$ cat src/hdl/pid_controller_anti_windup_defines.svh
// Assertion macros for the PID controller with integral clamp.
// Used by the top level only; no other dependencies.
`ifndef PID_CONTROLLER_ANTI_WINDUP_DEFINES_SVH
`define PID_CONTROLLER_ANTI_WINDUP_DEFINES_SVH

// same-cycle implication
`define PIDAW_ASSERT_NOW(label, clk, rst_n, ante, cons) \
    label: assert property (@(posedge clk) disable iff (!rst_n) (ante) |-> (cons)) \
        else $error("pidaw: assertion failed");

// next-cycle implication
`define PIDAW_ASSERT_NEXT(label, clk, rst_n, ante, cons) \
    label: assert property (@(posedge clk) disable iff (!rst_n) (ante) |=> (cons)) \
        else $error("pidaw: assertion failed");

`endif

$ cat src/hdl/pidaw_pkg.sv
// Package for the PID controller: item and register types, microcode
// types and the microprogram ROM. No dependencies.
`timescale 1ns / 1ps

package pidaw_pkg;

    typedef struct packed {
        logic signed [15:0] setpoint;
        logic signed [15:0] measurement;
        logic        [15:0] delta_time;
        logic               restart;
    } t_in_item;

    typedef struct packed {
        logic signed [31:0] drive;
        logic               saturated;
    } t_out_item;

    typedef struct packed {
        logic signed [15:0] gain_p;
        logic signed [15:0] gain_i;
        logic signed [15:0] gain_d;
        logic signed [31:0] lim_lo;
        logic signed [31:0] lim_hi;
    } t_cfg;

    typedef enum logic [2:0] {
        REG_GAIN_P  = 3'd0,
        REG_GAIN_I  = 3'd1,
        REG_GAIN_D  = 3'd2,
        REG_LIM_LO  = 3'd3,
        REG_LIM_HI  = 3'd4
    } t_reg_idx;

    localparam logic signed [31:0] LIM_LO_RESET = -32'sd25600;
    localparam logic signed [31:0] LIM_HI_RESET = 32'sd25600;
    localparam logic signed [31:0] DRIVE_MAX    = 32'sh7FFF_FFFF;
    localparam logic signed [31:0] DRIVE_MIN    = 32'sh8000_0000;

    // dividend is |error change| (17 bits) scaled by 2^12
    localparam int DIV_BITS = 29;

    typedef enum logic [3:0] {
        OP_NOP,
        OP_ACCEPT,
        OP_ERR,
        OP_MUL,
        OP_INTEG,
        OP_ACC_LOAD,
        OP_ACC_ADD,
        OP_DIV_START,
        OP_DIV_SIGN,
        OP_OUT
    } t_op;

    typedef enum logic [1:0] {
        MS_ERR_DT,
        MS_P,
        MS_I,
        MS_D
    } t_msel;

    typedef enum logic [2:0] {
        JC_NEXT,
        JC_JUMP,
        JC_WAIT_IN,
        JC_DT_ZERO,
        JC_DIV_BUSY,
        JC_WAIT_OUT
    } t_jcond;

    typedef logic [3:0] t_step;

    typedef struct packed {
        t_op    op;
        t_msel  msel;
        t_jcond jc;
        t_step  tgt;
    } t_uword;

    typedef struct packed {
        logic in_fire;
        logic dt_zero;
        logic div_busy;
        logic out_free;
    } t_stat;

    function automatic t_uword f_ucode(input t_step s);
        t_uword w;
        w = '{op: OP_NOP, msel: MS_ERR_DT, jc: JC_JUMP, tgt: 4'd0};
        unique case (s)
            4'd0:  w = '{op: OP_ACCEPT,    msel: MS_ERR_DT, jc: JC_WAIT_IN,  tgt: 4'd1};
            4'd1:  w = '{op: OP_ERR,       msel: MS_ERR_DT, jc: JC_NEXT,     tgt: 4'd0};
            4'd2:  w = '{op: OP_MUL,       msel: MS_ERR_DT, jc: JC_NEXT,     tgt: 4'd0};
            4'd3:  w = '{op: OP_INTEG,     msel: MS_ERR_DT, jc: JC_NEXT,     tgt: 4'd0};
            4'd4:  w = '{op: OP_MUL,       msel: MS_P,      jc: JC_NEXT,     tgt: 4'd0};
            4'd5:  w = '{op: OP_ACC_LOAD,  msel: MS_P,      jc: JC_NEXT,     tgt: 4'd0};
            4'd6:  w = '{op: OP_MUL,       msel: MS_I,      jc: JC_NEXT,     tgt: 4'd0};
            4'd7:  w = '{op: OP_ACC_ADD,   msel: MS_I,      jc: JC_NEXT,     tgt: 4'd0};
            4'd8:  w = '{op: OP_DIV_START, msel: MS_D,      jc: JC_DT_ZERO,  tgt: 4'd11};
            4'd9:  w = '{op: OP_NOP,       msel: MS_D,      jc: JC_DIV_BUSY, tgt: 4'd9};
            4'd10: w = '{op: OP_DIV_SIGN,  msel: MS_D,      jc: JC_NEXT,     tgt: 4'd0};
            4'd11: w = '{op: OP_MUL,       msel: MS_D,      jc: JC_NEXT,     tgt: 4'd0};
            4'd12: w = '{op: OP_ACC_ADD,   msel: MS_D,      jc: JC_NEXT,     tgt: 4'd0};
            4'd13: w = '{op: OP_OUT,       msel: MS_D,      jc: JC_WAIT_OUT, tgt: 4'd0};
            default: w = '{op: OP_NOP,     msel: MS_ERR_DT, jc: JC_JUMP,     tgt: 4'd0};
        endcase
        return w;
    endfunction

endpackage

$ cat src/hdl/pidaw_seq.sv
// Microcode sequencer: step counter, program ROM and jump logic.
// Depends on pidaw_pkg.
`timescale 1ns / 1ps

module pidaw_seq
    import pidaw_pkg::*;
(
    input  logic   i_clk,
    input  logic   i_rst_n,
    input  t_stat  i_stat,
    output t_uword o_ctrl
);

    t_step  r_step;
    t_step  n_step;
    t_uword w_word;

    assign w_word = f_ucode(r_step);
    assign o_ctrl = w_word;

    always_comb begin
        n_step = r_step + 4'd1;
        unique case (w_word.jc)
            JC_NEXT:     n_step = r_step + 4'd1;
            JC_JUMP:     n_step = w_word.tgt;
            JC_WAIT_IN:  n_step = i_stat.in_fire ? w_word.tgt : r_step;
            JC_DT_ZERO:  n_step = i_stat.dt_zero ? w_word.tgt : r_step + 4'd1;
            JC_DIV_BUSY: n_step = i_stat.div_busy ? w_word.tgt : r_step + 4'd1;
            JC_WAIT_OUT: n_step = i_stat.out_free ? w_word.tgt : r_step;
            default:     n_step = '0;
        endcase
    end

    always_ff @(posedge i_clk) begin
        if (!i_rst_n) begin
            r_step <= '0;
        end else begin
            r_step <= n_step;
        end
    end

endmodule

$ cat src/hdl/pidaw_div.sv
// Serial restoring divider, one quotient bit per cycle.
// Depends on pidaw_pkg.
`timescale 1ns / 1ps

module pidaw_div
    import pidaw_pkg::*;
(
    input  logic                i_clk,
    input  logic                i_rst_n,
    input  logic                i_start,
    input  logic [DIV_BITS-1:0] i_dividend,
    input  logic [15:0]         i_divisor,
    output logic                o_busy,
    output logic [DIV_BITS-1:0] o_quotient
);

    localparam int CNT_W = $clog2(DIV_BITS + 1);

    logic [CNT_W-1:0]    r_cnt;
    logic [15:0]         r_rem;
    logic [DIV_BITS-1:0] r_q;
    logic [15:0]         r_dvs;
    logic [16:0]         w_trial;
    logic [17:0]         w_sub;

    assign w_trial    = {r_rem, r_q[DIV_BITS-1]};
    assign w_sub      = {1'b0, w_trial} - {2'b00, r_dvs};
    assign o_busy     = (r_cnt != '0);
    assign o_quotient = r_q;

    always_ff @(posedge i_clk) begin
        if (!i_rst_n) begin
            r_cnt <= '0;
        end else if (i_start) begin
            r_cnt <= CNT_W'(DIV_BITS);
        end else if (o_busy) begin
            r_cnt <= r_cnt - CNT_W'(1);
        end
    end

    always_ff @(posedge i_clk) begin
        if (i_start) begin
            r_rem <= '0;
            r_q   <= i_dividend;
            r_dvs <= i_divisor;
        end else if (o_busy) begin
            if (!w_sub[17]) begin
                r_rem <= w_sub[15:0];
                r_q   <= {r_q[DIV_BITS-2:0], 1'b1};
            end else begin
                r_rem <= w_trial[15:0];
                r_q   <= {r_q[DIV_BITS-2:0], 1'b0};
            end
        end
    end

endmodule

$ cat src/hdl/pidaw_datapath.sv
// Datapath: error and state registers, shared multiplier, integral clamp,
// sum and saturation, output register. Depends on pidaw_pkg.
`timescale 1ns / 1ps

module pidaw_datapath
    import pidaw_pkg::*;
(
    input  logic                i_clk,
    input  logic                i_rst_n,
    input  t_uword              i_ctrl,
    input  t_cfg                i_cfg,
    input  logic                i_in_fire,
    input  t_in_item            i_in_item,
    input  logic [DIV_BITS-1:0] i_quotient,
    output logic                o_div_start,
    output logic [DIV_BITS-1:0] o_dividend,
    output logic [15:0]         o_divisor,
    output logic                o_dt_zero,
    output logic                o_out_free,
    output logic                o_out_valid,
    input  logic                i_out_ready,
    output t_out_item           o_out_item
);

    logic signed [16:0]   r_err;
    logic signed [16:0]   r_last;
    logic [15:0]          r_dt;
    logic signed [31:0]   r_integ;
    logic [DIV_BITS-1:0]  r_dvd;
    logic                 r_neg;
    logic signed [29:0]   r_deriv;
    logic signed [48:0]   r_prod;
    logic signed [41:0]   r_sum;
    logic                 r_out_valid;
    t_out_item            r_out_item;

    logic signed [16:0]   w_ma;
    logic signed [31:0]   w_mb;
    logic signed [48:0]   w_mprod;
    logic signed [17:0]   w_diff;
    logic [17:0]          w_mag;
    logic signed [32:0]   w_acc;
    logic signed [32:0]   w_hi;
    logic signed [32:0]   w_lo;
    logic signed [32:0]   w_cl1;
    logic signed [32:0]   w_cl2;
    logic signed [41:0]   w_term;
    logic                 w_sat;
    logic signed [31:0]   w_drive;
    logic [29:0]          w_q30;

    always_comb begin
        w_ma = r_err;
        w_mb = $signed({16'b0, r_dt});
        case (i_ctrl.msel)
            MS_ERR_DT: begin
                w_ma = r_err;
                w_mb = $signed({16'b0, r_dt});
            end
            MS_P: begin
                w_ma = {i_cfg.gain_p[15], i_cfg.gain_p};
                w_mb = {{15{r_err[16]}}, r_err};
            end
            MS_I: begin
                w_ma = {i_cfg.gain_i[15], i_cfg.gain_i};
                w_mb = r_integ;
            end
            MS_D: begin
                w_ma = {i_cfg.gain_d[15], i_cfg.gain_d};
                w_mb = {{2{r_deriv[29]}}, r_deriv};
            end
            default: begin
                w_ma = r_err;
                w_mb = r_integ;
            end
        endcase
    end

    assign w_mprod = w_ma * w_mb;

    // error change magnitude for the divider
    assign w_diff = {r_err[16], r_err} - {r_last[16], r_last};
    assign w_mag  = w_diff[17] ? 18'(-w_diff) : w_diff;

    // integral update, high clamp first, then low
    assign w_acc = {r_integ[31], r_integ} + {{12{r_prod[32]}}, r_prod[32:12]};
    assign w_hi  = {i_cfg.lim_hi[31], i_cfg.lim_hi};
    assign w_lo  = {i_cfg.lim_lo[31], i_cfg.lim_lo};
    assign w_cl1 = (w_acc > w_hi) ? w_hi : w_acc;
    assign w_cl2 = (w_cl1 < w_lo) ? w_lo : w_cl1;

    assign w_term = {r_prod[48], r_prod[48:8]};

    assign w_sat   = !((&r_sum[41:31]) || !(|r_sum[41:31]));
    assign w_drive = !w_sat ? r_sum[31:0] : (r_sum[41] ? DRIVE_MIN : DRIVE_MAX);

    assign w_q30 = {1'b0, i_quotient};

    assign o_dt_zero   = (r_dt == '0);
    assign o_div_start = (i_ctrl.op == OP_DIV_START) && !o_dt_zero;
    assign o_dividend  = r_dvd;
    assign o_divisor   = r_dt;
    assign o_out_free  = !r_out_valid || i_out_ready;
    assign o_out_valid = r_out_valid;
    assign o_out_item  = r_out_item;

    // state values
    always_ff @(posedge i_clk) begin
        if (!i_rst_n) begin
            r_integ <= '0;
            r_last  <= '0;
        end else begin
            if (i_in_fire && i_in_item.restart) begin
                r_integ <= '0;
                r_last  <= '0;
            end
            if (i_ctrl.op == OP_ERR) begin
                r_last <= r_err;
            end
            if (i_ctrl.op == OP_INTEG) begin
                r_integ <= w_cl2[31:0];
            end
        end
    end

    always_ff @(posedge i_clk) begin
        if (i_in_fire) begin
            r_err <= {i_in_item.setpoint[15], i_in_item.setpoint}
                   - {i_in_item.measurement[15], i_in_item.measurement};
            r_dt  <= i_in_item.delta_time;
        end
        if (i_ctrl.op == OP_ERR) begin
            r_dvd   <= {w_mag[16:0], 12'b0};
            r_neg   <= w_diff[17];
            r_deriv <= '0;
        end
        if (i_ctrl.op == OP_DIV_SIGN) begin
            r_deriv <= r_neg ? $signed(-w_q30) : $signed(w_q30);
        end
        if (i_ctrl.op == OP_MUL) begin
            r_prod <= w_mprod;
        end
        if (i_ctrl.op == OP_ACC_LOAD) begin
            r_sum <= w_term;
        end else if (i_ctrl.op == OP_ACC_ADD) begin
            r_sum <= r_sum + w_term;
        end
    end

    always_ff @(posedge i_clk) begin
        if (!i_rst_n) begin
            r_out_valid <= 1'b0;
        end else if (i_ctrl.op == OP_OUT && o_out_free) begin
            r_out_valid <= 1'b1;
        end else if (i_out_ready) begin
            r_out_valid <= 1'b0;
        end
    end

    always_ff @(posedge i_clk) begin
        if (i_ctrl.op == OP_OUT && o_out_free) begin
            r_out_item.drive     <= w_drive;
            r_out_item.saturated <= w_sat;
        end
    end

endmodule

$ cat src/hdl/pid_controller_anti_windup.sv
// PID controller with integral clamp: sample-by-sample fixed-point loop.
// Top level; depends on pidaw_pkg, pidaw_seq, pidaw_datapath, pidaw_div
// and the assertion macro header.
//
// Usage:
//   Input channel (i_in_valid/o_in_ready, i_in_item) takes one sample item:
//   setpoint, measurement, time step and restart bit. Output channel
//   (o_out_valid/i_out_ready, o_out_item) returns one drive item per sample.
//   Config channel (i_cfg_valid/o_cfg_ready) writes gains and integral
//   limits by index; ready whenever out of reset, unknown indexes are
//   ignored. Write only while idle.
//   With a zero time step the sequencer skips the 29-step serial divider
//   for the derivative, whose term is then zero. One item at a time: a
//   new sample is accepted only once the last one's result is written to
//   the output register.
//   The result sits in an output register; the next item is accepted while
//   it waits, and the sequencer holds at its last step until the register
//   frees. A stall downstream therefore stalls the input after one item.
//   Reset clears the integral and previous error, loads default gains (0)
//   and limits (-100.0 / +100.0) and leaves the output empty.
`timescale 1ns / 1ps
`include "pid_controller_anti_windup_defines.svh"

module pid_controller_anti_windup
    import pidaw_pkg::*;
(
    input  logic        i_clk,
    input  logic        i_rst_n,
    input  logic        i_in_valid,
    output logic        o_in_ready,
    input  t_in_item    i_in_item,
    output logic        o_out_valid,
    input  logic        i_out_ready,
    output t_out_item   o_out_item,
    input  logic        i_cfg_valid,
    output logic        o_cfg_ready,
    input  logic [2:0]  i_cfg_index,
    input  logic [31:0] i_cfg_data
);

    t_cfg                r_cfg;
    t_uword              w_ctrl;
    t_stat               w_stat;
    logic                w_in_fire;
    logic                w_div_start;
    logic                w_div_busy;
    logic [DIV_BITS-1:0] w_dividend;
    logic [DIV_BITS-1:0] w_quotient;
    logic [15:0]         w_divisor;
    logic                w_dt_zero;
    logic                w_out_free;

    assign o_cfg_ready = i_rst_n;
    assign o_in_ready  = i_rst_n && (w_ctrl.op == OP_ACCEPT);
    assign w_in_fire   = i_in_valid && o_in_ready;

    assign w_stat.in_fire  = w_in_fire;
    assign w_stat.dt_zero  = w_dt_zero;
    assign w_stat.div_busy = w_div_busy;
    assign w_stat.out_free = w_out_free;

    always_ff @(posedge i_clk) begin
        if (!i_rst_n) begin
            r_cfg.gain_p <= '0;
            r_cfg.gain_i <= '0;
            r_cfg.gain_d <= '0;
            r_cfg.lim_lo <= LIM_LO_RESET;
            r_cfg.lim_hi <= LIM_HI_RESET;
        end else if (i_cfg_valid) begin
            unique case (t_reg_idx'(i_cfg_index))
                REG_GAIN_P: r_cfg.gain_p <= i_cfg_data[15:0];
                REG_GAIN_I: r_cfg.gain_i <= i_cfg_data[15:0];
                REG_GAIN_D: r_cfg.gain_d <= i_cfg_data[15:0];
                REG_LIM_LO: r_cfg.lim_lo <= i_cfg_data;
                REG_LIM_HI: r_cfg.lim_hi <= i_cfg_data;
                default: ;
            endcase
        end
    end

    pidaw_seq u_seq (
        .i_clk   (i_clk),
        .i_rst_n (i_rst_n),
        .i_stat  (w_stat),
        .o_ctrl  (w_ctrl)
    );

    pidaw_datapath u_dp (
        .i_clk       (i_clk),
        .i_rst_n     (i_rst_n),
        .i_ctrl      (w_ctrl),
        .i_cfg       (r_cfg),
        .i_in_fire   (w_in_fire),
        .i_in_item   (i_in_item),
        .i_quotient  (w_quotient),
        .o_div_start (w_div_start),
        .o_dividend  (w_dividend),
        .o_divisor   (w_divisor),
        .o_dt_zero   (w_dt_zero),
        .o_out_free  (w_out_free),
        .o_out_valid (o_out_valid),
        .i_out_ready (i_out_ready),
        .o_out_item  (o_out_item)
    );

    pidaw_div u_div (
        .i_clk      (i_clk),
        .i_rst_n    (i_rst_n),
        .i_start    (w_div_start),
        .i_dividend (w_dividend),
        .i_divisor  (w_divisor),
        .o_busy     (w_div_busy),
        .o_quotient (w_quotient)
    );

    `PIDAW_ASSERT_NEXT(a_busy_after_accept, i_clk, i_rst_n, w_in_fire, !o_in_ready)
    `PIDAW_ASSERT_NOW(a_div_only_in_wait, i_clk, i_rst_n, w_div_busy, w_ctrl.op == OP_NOP)
    `PIDAW_ASSERT_NOW(a_sat_at_rail, i_clk, i_rst_n, o_out_valid && o_out_item.saturated, (o_out_item.drive == DRIVE_MAX) || (o_out_item.drive == DRIVE_MIN))

endmodule
$ cat config.mk
export PLATFORM = sky130hd
export DESIGN_NAME = pid_controller_anti_windup
export DESIGN_NICKNAME = d
export VERILOG_FILES = /design/src/hdl/pidaw_pkg.sv /design/src/hdl/pidaw_seq.sv /design/src/hdl/pidaw_div.sv /design/src/hdl/pidaw_datapath.sv /design/src/hdl/pid_controller_anti_windup.sv
export VERILOG_INCLUDE_DIRS = /design/src /design/src/hdl
export SDC_FILE = /design/constraint.sdc
export NUM_CORES = 2
export LEC_CHECK = 0
export BUFFER_PORTS_ARGS = -buffer_cell sky130_fd_sc_hd__buf_2
export CAP_MARGIN = 40
export CORE_MARGIN = 10
export CORE_UTILIZATION = 59
export CTS_CLUSTER_SIZE = 16
export DETAILED_ROUTE_END_ITERATION = 8
export PLACE_DENSITY = 0.81
export SLEW_MARGIN = 30
export SYNTH_ARGS = -nofsm -noshare
export SYNTH_HDL_FRONTEND = slang
export SYNTH_SLANG_ARGS = --single-unit
$ cat constraint.sdc
create_clock -name i_clk -period 7.9 [get_ports i_clk]
set_input_delay 0.79 -clock i_clk [delete_from_list [all_inputs] [get_ports i_clk]]
set_output_delay 0.79 -clock i_clk [all_outputs]
set_load 0.03 [all_outputs]
After elaboration in Yosys (flattened, before gate mapping). Memory sizes are Yosys's and may differ from the RTL's. A register that Yosys moved wholly into a read port is not among the register bits. Cells that the tools add are included.

Multipliers: 1. Mux-type cells: 31. Reduce and logical (&&, ||, !) cells: 31. Bitwise gates (word level): 1. Equal/unequal tests: 23. $add $sub $neg: 9. Order comparisons: 2.

Operators by type and width (count): 32-bit two-way mux (5); 32-bit case mux with 4 select lines (1); 30-bit two-way mux (3); 42-bit two-way mux (2); 17-bit case mux with 4 select lines (1); 29-bit two-way mux (2); 17-bit two-way mux (3); 17-bit by 32-bit multiplier with 49-bit output (1); 42-bit by 41-bit adder with 42-bit output (1); 32-bit by 21-bit adder with 33-bit output (1); 33-bit by 32-bit > comparator with 1-bit output (1); 33-bit by 32-bit less-than comparator with 1-bit output (1); 33-bit two-way mux (1); 29-bit negator with 30-bit output (1); 4-bit two-way mux (6); 4-bit case mux with 6 select lines (1); 17-bit by 16-bit subtractor with 18-bit output (1); 17-bit by 17-bit subtractor with 18-bit output (1); 17-bit negator (1); 16-bit by 16-bit subtractor with 17-bit output (1); 4-bit by 3-bit equality test with 1-bit output (second input constant) (4); 16-bit zero test (1); 16-bit two-way mux (1); 3-bit by 2-bit equality test with 1-bit output (second input constant) (4); 24 further kinds (53).

Register bits after elaboration: 437. Memories: 1. Bits in read-only memories: 192.

Memories: (no name shown) (words 16, width 12, rd ports 1, clocked after Yosys merged registers in 1, write ports 0, line pidaw_pkg.sv:91) `unique case (s)`.

Depth between registers and ports, before layout.
Depth after elaboration: 7. Gate-level depth with buffers: 36. Depth with buffers taken out: 32.

Cells and area by module. Synthesis repeated with hierarchy kept, for this count alone.

Cells, all modules: 4777. Area total of the unflattened synthesis: 45133.3 um2.

Modules (own cells, without submodules): pidaw_datapath (sequential area each 6916.6 um2, area an instance 36268.5 um2, cells each 3914, instances 1); pid_controller_anti_windup (sequential area each 2242.2 um2, area an instance 4354.2 um2, cells each 433, instances 1); pidaw_div (sequential area each 1771.7 um2, area an instance 3622.2 um2, cells each 334, instances 1); pidaw_seq (sequential area each 320.3 um2, area an instance 888.4 um2, cells each 96, instances 1).

Least setup slack after synthesis. Ideal clock, no wire load.

Path type: reg-to-reg. Start: reg u_seq.o_ctrl[8] (netlist name). End: reg u_dp.r_prod[41], data pin. Data required time: 7.642 ns. Cell stages (with the launch flop): 32. Setup slack: -0.436 ns. Arrival time: 8.078 ns. Cells stage by stage: dfxtp_1 > clkbuf_1 > clkbuf_1 > clkbuf_1 > nor2_1 > a21o_1 > o21ai_1 > clkbuf_1 > nand2_1 > fa_1 > inv_1 > fa_1 > inv_1 > fa_1 > inv_1 > fa_1 > inv_1 > fa_1 > inv_1 > fa_1 > ha_1 > and4_1 > a21oi_1 > o21ai_0 > a2111oi_4 > o311ai_4 > a21oi_2 > o41a_4 > nor2_2 > a211o_1 > a21oi_1 > xnor2_1.

Cells in the longest elaborated chain, start to end: 3. Elaborated cells on any way between the ends: 7. Classes of those cells: mul (1); eq/ne (3); mux (2); reduce/logical (1).

RTL lines: 2-bit equality test, or another cell as far along (line pidaw_datapath.sv:55) `case (i_ctrl.msel)`; 17-bit case mux with 4 select lines / 32-bit case mux with 4 select lines (equally long branches) (line pidaw_datapath.sv:55); 17-bit by 32-bit multiplier with 49-bit output (*) (line pidaw_datapath.sv:79) `assign w_mprod = w_ma * w_mb;`; net u_dp.w_mprod[41] (line pidaw_datapath.sv:39) `logic signed [48:0] w_mprod;`; end signal: assignment (line pidaw_datapath.sv:141) `r_prod <= w_mprod;`; end: declaration (line pidaw_datapath.sv:32) `logic signed [48:0] r_prod;`.

The timed path passes the listed nets; every way through them passes the cells marked *. A chain may end at the register's enable or synchronous reset.

Worst setup path after layout.
Start: reg u_dp.r_prod[12]. End: reg u_dp.r_integ[18].

Cells in the longest elaborated chain, start to end: 6.

RTL lines: 32-bit by 21-bit adder with 33-bit output (*) (line pidaw_datapath.sv:86) `assign w_acc = {r_integ[31], r_integ} + {{12{r_prod[32]}}, r_prod[32:12]};`; 33-bit by 32-bit > comparator with 1-bit output (line pidaw_datapath.sv:89) `assign w_cl1 = (w_acc > w_hi) ? w_hi : w_acc;`; 33-bit two-way mux (*) (line pidaw_datapath.sv:89); 33-bit by 32-bit less-than comparator with 1-bit output (line pidaw_datapath.sv:90) `assign w_cl2 = (w_cl1 < w_lo) ? w_lo : w_cl1;`; 32-bit two-way mux (*) (line pidaw_datapath.sv:90); 32-bit two-way mux (*) (line pidaw_datapath.sv:120) `if (i_ctrl.op == OP_INTEG) begin`; end signal: assignment (line pidaw_datapath.sv:121) `r_integ <= w_cl2[31:0];`; end: declaration (line pidaw_datapath.sv:28) `logic signed [31:0] r_integ;`.

Every way passes the cells marked *; elsewhere a longest branch is shown, timed or not.

==> results.txt <==
Place WS: -0.128 ns
Critical path type: reg2reg
Syn Nets: 5737
H-tree levels: 2
Mapped cell area: 43700 sq um
Remaining antenna violation count: 0
CTS tree: built
Area of placed instances: 46700 sq um
I/O Buffers: 124
Die Y: 292 um
Final Hold Vio Count: 0
First-pass DRT Iterations: 6
Area delta synth->final: 12.5%
Final setup margin: 0.115 ns
Register area share after synthesis: 0.257
Worst slew pin tran: 0.879 ns
# DRC: 0
Design area: 49200 sq um
Warnings, synthesis: 0
Root Buffer: clkbuf_16
Initial antenna violation count: 10
Io pins: 125
DR iter-0 viols: 3622
Yosys cell types: 82
Final Critical Period: 7.79 ns
Post-synth EDFFs: 242
Commonest non-fill, non-tap cells in the layout: 801 x nand2_1, 643 x inv_1, 524 x fa_1, 367 x nor2_1, 302 x ha_1
Syn Inst Count: 4814
Maxcap violations: 0
Data arrival, critical path: 8.31 ns
Headroom to the max-slew limit: 0.414
Total congestion overflow: 0
Layout cells sized above 1: 0.121
GRT Total Usage: 0.303
Die area: 85300 sq um
Seq cells post-synth: 441
Worst skew pair latency: 0.64 ns
# setup viols final: 0
Dpl hpwl: 103000 um
Final RePlAce weighted congestion: 0.993
Die Wd: 292 um
Min-delay worst type: in2reg
Commonest non-fill, non-tap cell in the layout: nand2_1
Nets: 5975
Final non-filler cell total: 6051
Post-synth ARST share: 0
Final period utilization: 0.985
Clk buf depth: 3
Final setup skew: 0.0400 ns
Cells after DPL: 5919
Final-report max-slew violation count: 0
Total routed wirelength: 132000 um
Crit-path max FO: 29
Routed vias: 36400
First-pass GRT wire length: 203000 um
Crit end category: flip-flop
Detailed-route wire length per cell: 21.8 um
Avg Cell Area, Syn: 9.08 sq um
RSZ-0062 raised after global routing: yes
FP Rows: 99
Core Region: 73200 sq um
CTS Buf Count: 48
Outcome: complete, no violations
CTS sink count: 441
Critical Path RT: 8.42 ns
Vias/cell: 6.01
Startpoint types: flip-flop
Crit-path max cell delay: 0.55 ns
Slowest CP cell: or4_4
Post-route core utilization: 0.672
Largest net degree at the start of global routing: 83
Vias in the first global route: 36500
Synth Flop Type: edfxtp_1
Reg clk slew, reported paths: 0.06 ns
Max Clock Freq: 128 MHz
Initial Util: 0.597
==> final timing paths <==
check | depth (start not counted) | to | slack [ns] | start
hold reg to reg | 2 | r_cfg[96]$_SDFFE_PN0P_ | 0.46 | r_cfg[96]$_SDFFE_PN0P_
setup / recovery | 35 | u_dp.r_integ[18]$_SDFFE_PN0P_ | 0.11 | u_dp.r_prod[12]$_DFFE_PN_
hold / removal | 1 | u_dp.o_divisor[15]$_DFFE_PP_ | 0.34 | i_in_item[16]
setup reg to reg | 35 | u_dp.r_integ[18]$_SDFFE_PN0P_ | 0.11 | u_dp.r_prod[12]$_DFFE_PN_
==> routing by layer <==
layer	vias to the layer above	part of all wire	global-route usage
li1	16300	-	-
met1	17700	0.38	0.383
met2	1896	0.45	0.484
met3	459	0.10	0.0591
met4	2	0.066	0.175
met5	-	0.00013	0
==> kinds of logic (layout without fill, tap and decap cells) <==
logic type	Yosys count	after routing	synth area share
multiplexers	65	65	0.0185
buffers and inverters	846	1121	0.0731
AND/OR/NAND/NOR	1557	1557	0.153
other	0	3	0
adder cells (fa/ha/maj)	834	834	0.329
XOR/XNOR	195	195	0.0393
flip-flops	441	441	0.257
AO/OA/AOI/OAI	876	876	0.129
==> cells in the mapped netlist, types with 22 or more instances <==
library cell	number	share of area
o21ai_1	22	0.0025
nand2_1	812	0.070
ha_1	309	0.088
o21a_1	31	0.0053
fa_1	525	0.24
nor2b_1	79	0.011
mux2i_1	28	0.0064
xor2_1	86	0.017
nand4_1	30	0.0043
nand2b_1	47	0.0067
o211ai_1	33	0.0057
clkbuf_1	179	0.015
a22oi_1	34	0.0058
a21oi_1	278	0.032
and2_1	41	0.0059
dfxtp_1	199	0.091
edfxtp_1	242	0.17
nor3_1	40	0.0046
o21ai_0	164	0.019
nand3_1	62	0.0071
xnor2_1	108	0.022
inv_1	644	0.055
a21o_1	116	0.020
mux2_2	27	0.0070
nor2_1	372	0.032
==> layout make-up <==
cell class,count,area [sq um]
flip-flops and latches,441,11300
clock inverters,19,270
clock buffers,68,1370
well taps,959,1200
fillers,5700,24000
inverters,645,2420
multi-input cells,3527,29800
diodes,3,7.51
repair buffers,389,2880
==> metrics by stage <==
step,setup TNS [ns],hold WS [ns]
final,0,0.336
after global routing,-4.46,0.320
after CTS,0,0.314
after detailed placement,-1.03,0.443
after global placement,-0.0763,0.439
after floorplan,0,0.433
==> sequential cells by signal, summed over array words and instances (netlist names), 12 cells and up <==
register          cells
u_div.o_quotient     29
u_dp.o_out_item      33
u_seq.o_ctrl         12
u_dp.r_deriv         30
r_cfg               112
u_dp.r_prod          41
u_div.r_rem          16
u_dp.r_last          17
u_div.r_dvs          16
u_dp.r_sum           42
u_dp.r_integ         32
u_dp.o_divisor       16
u_dp.r_err           17
u_dp.o_dividend      17
==> worst max-delay path: cells and delay by family (launching register included) <==
| family | cells | cell delay, ns |
|---|---|---|
| flops | 1 | 0.43 |
| xor+xnor | 2 | 0.26 |
| fa+ha+maj | 4 | 0.99 |
| buf+inv | 5 | 0.69 |
| simple gates | 5 | 0.99 |
| compound gates | 19 | 4.27 |
==> what timing repair did <==
| item | CTS | global route |
|---|---|---|
| pin swaps | 2 | 37 |
| resized for setup | 5 | 113 |
| setup endpoints to repair | 38 | 47 |
| cloned | 0 | 4 |
| buffers inserted | 0 | 37 |
| hold buffers | 0 | 0 |
Power is not shown: default switching activity piles up to over one toggle a cycle in this logic, so the estimate is an artifact.
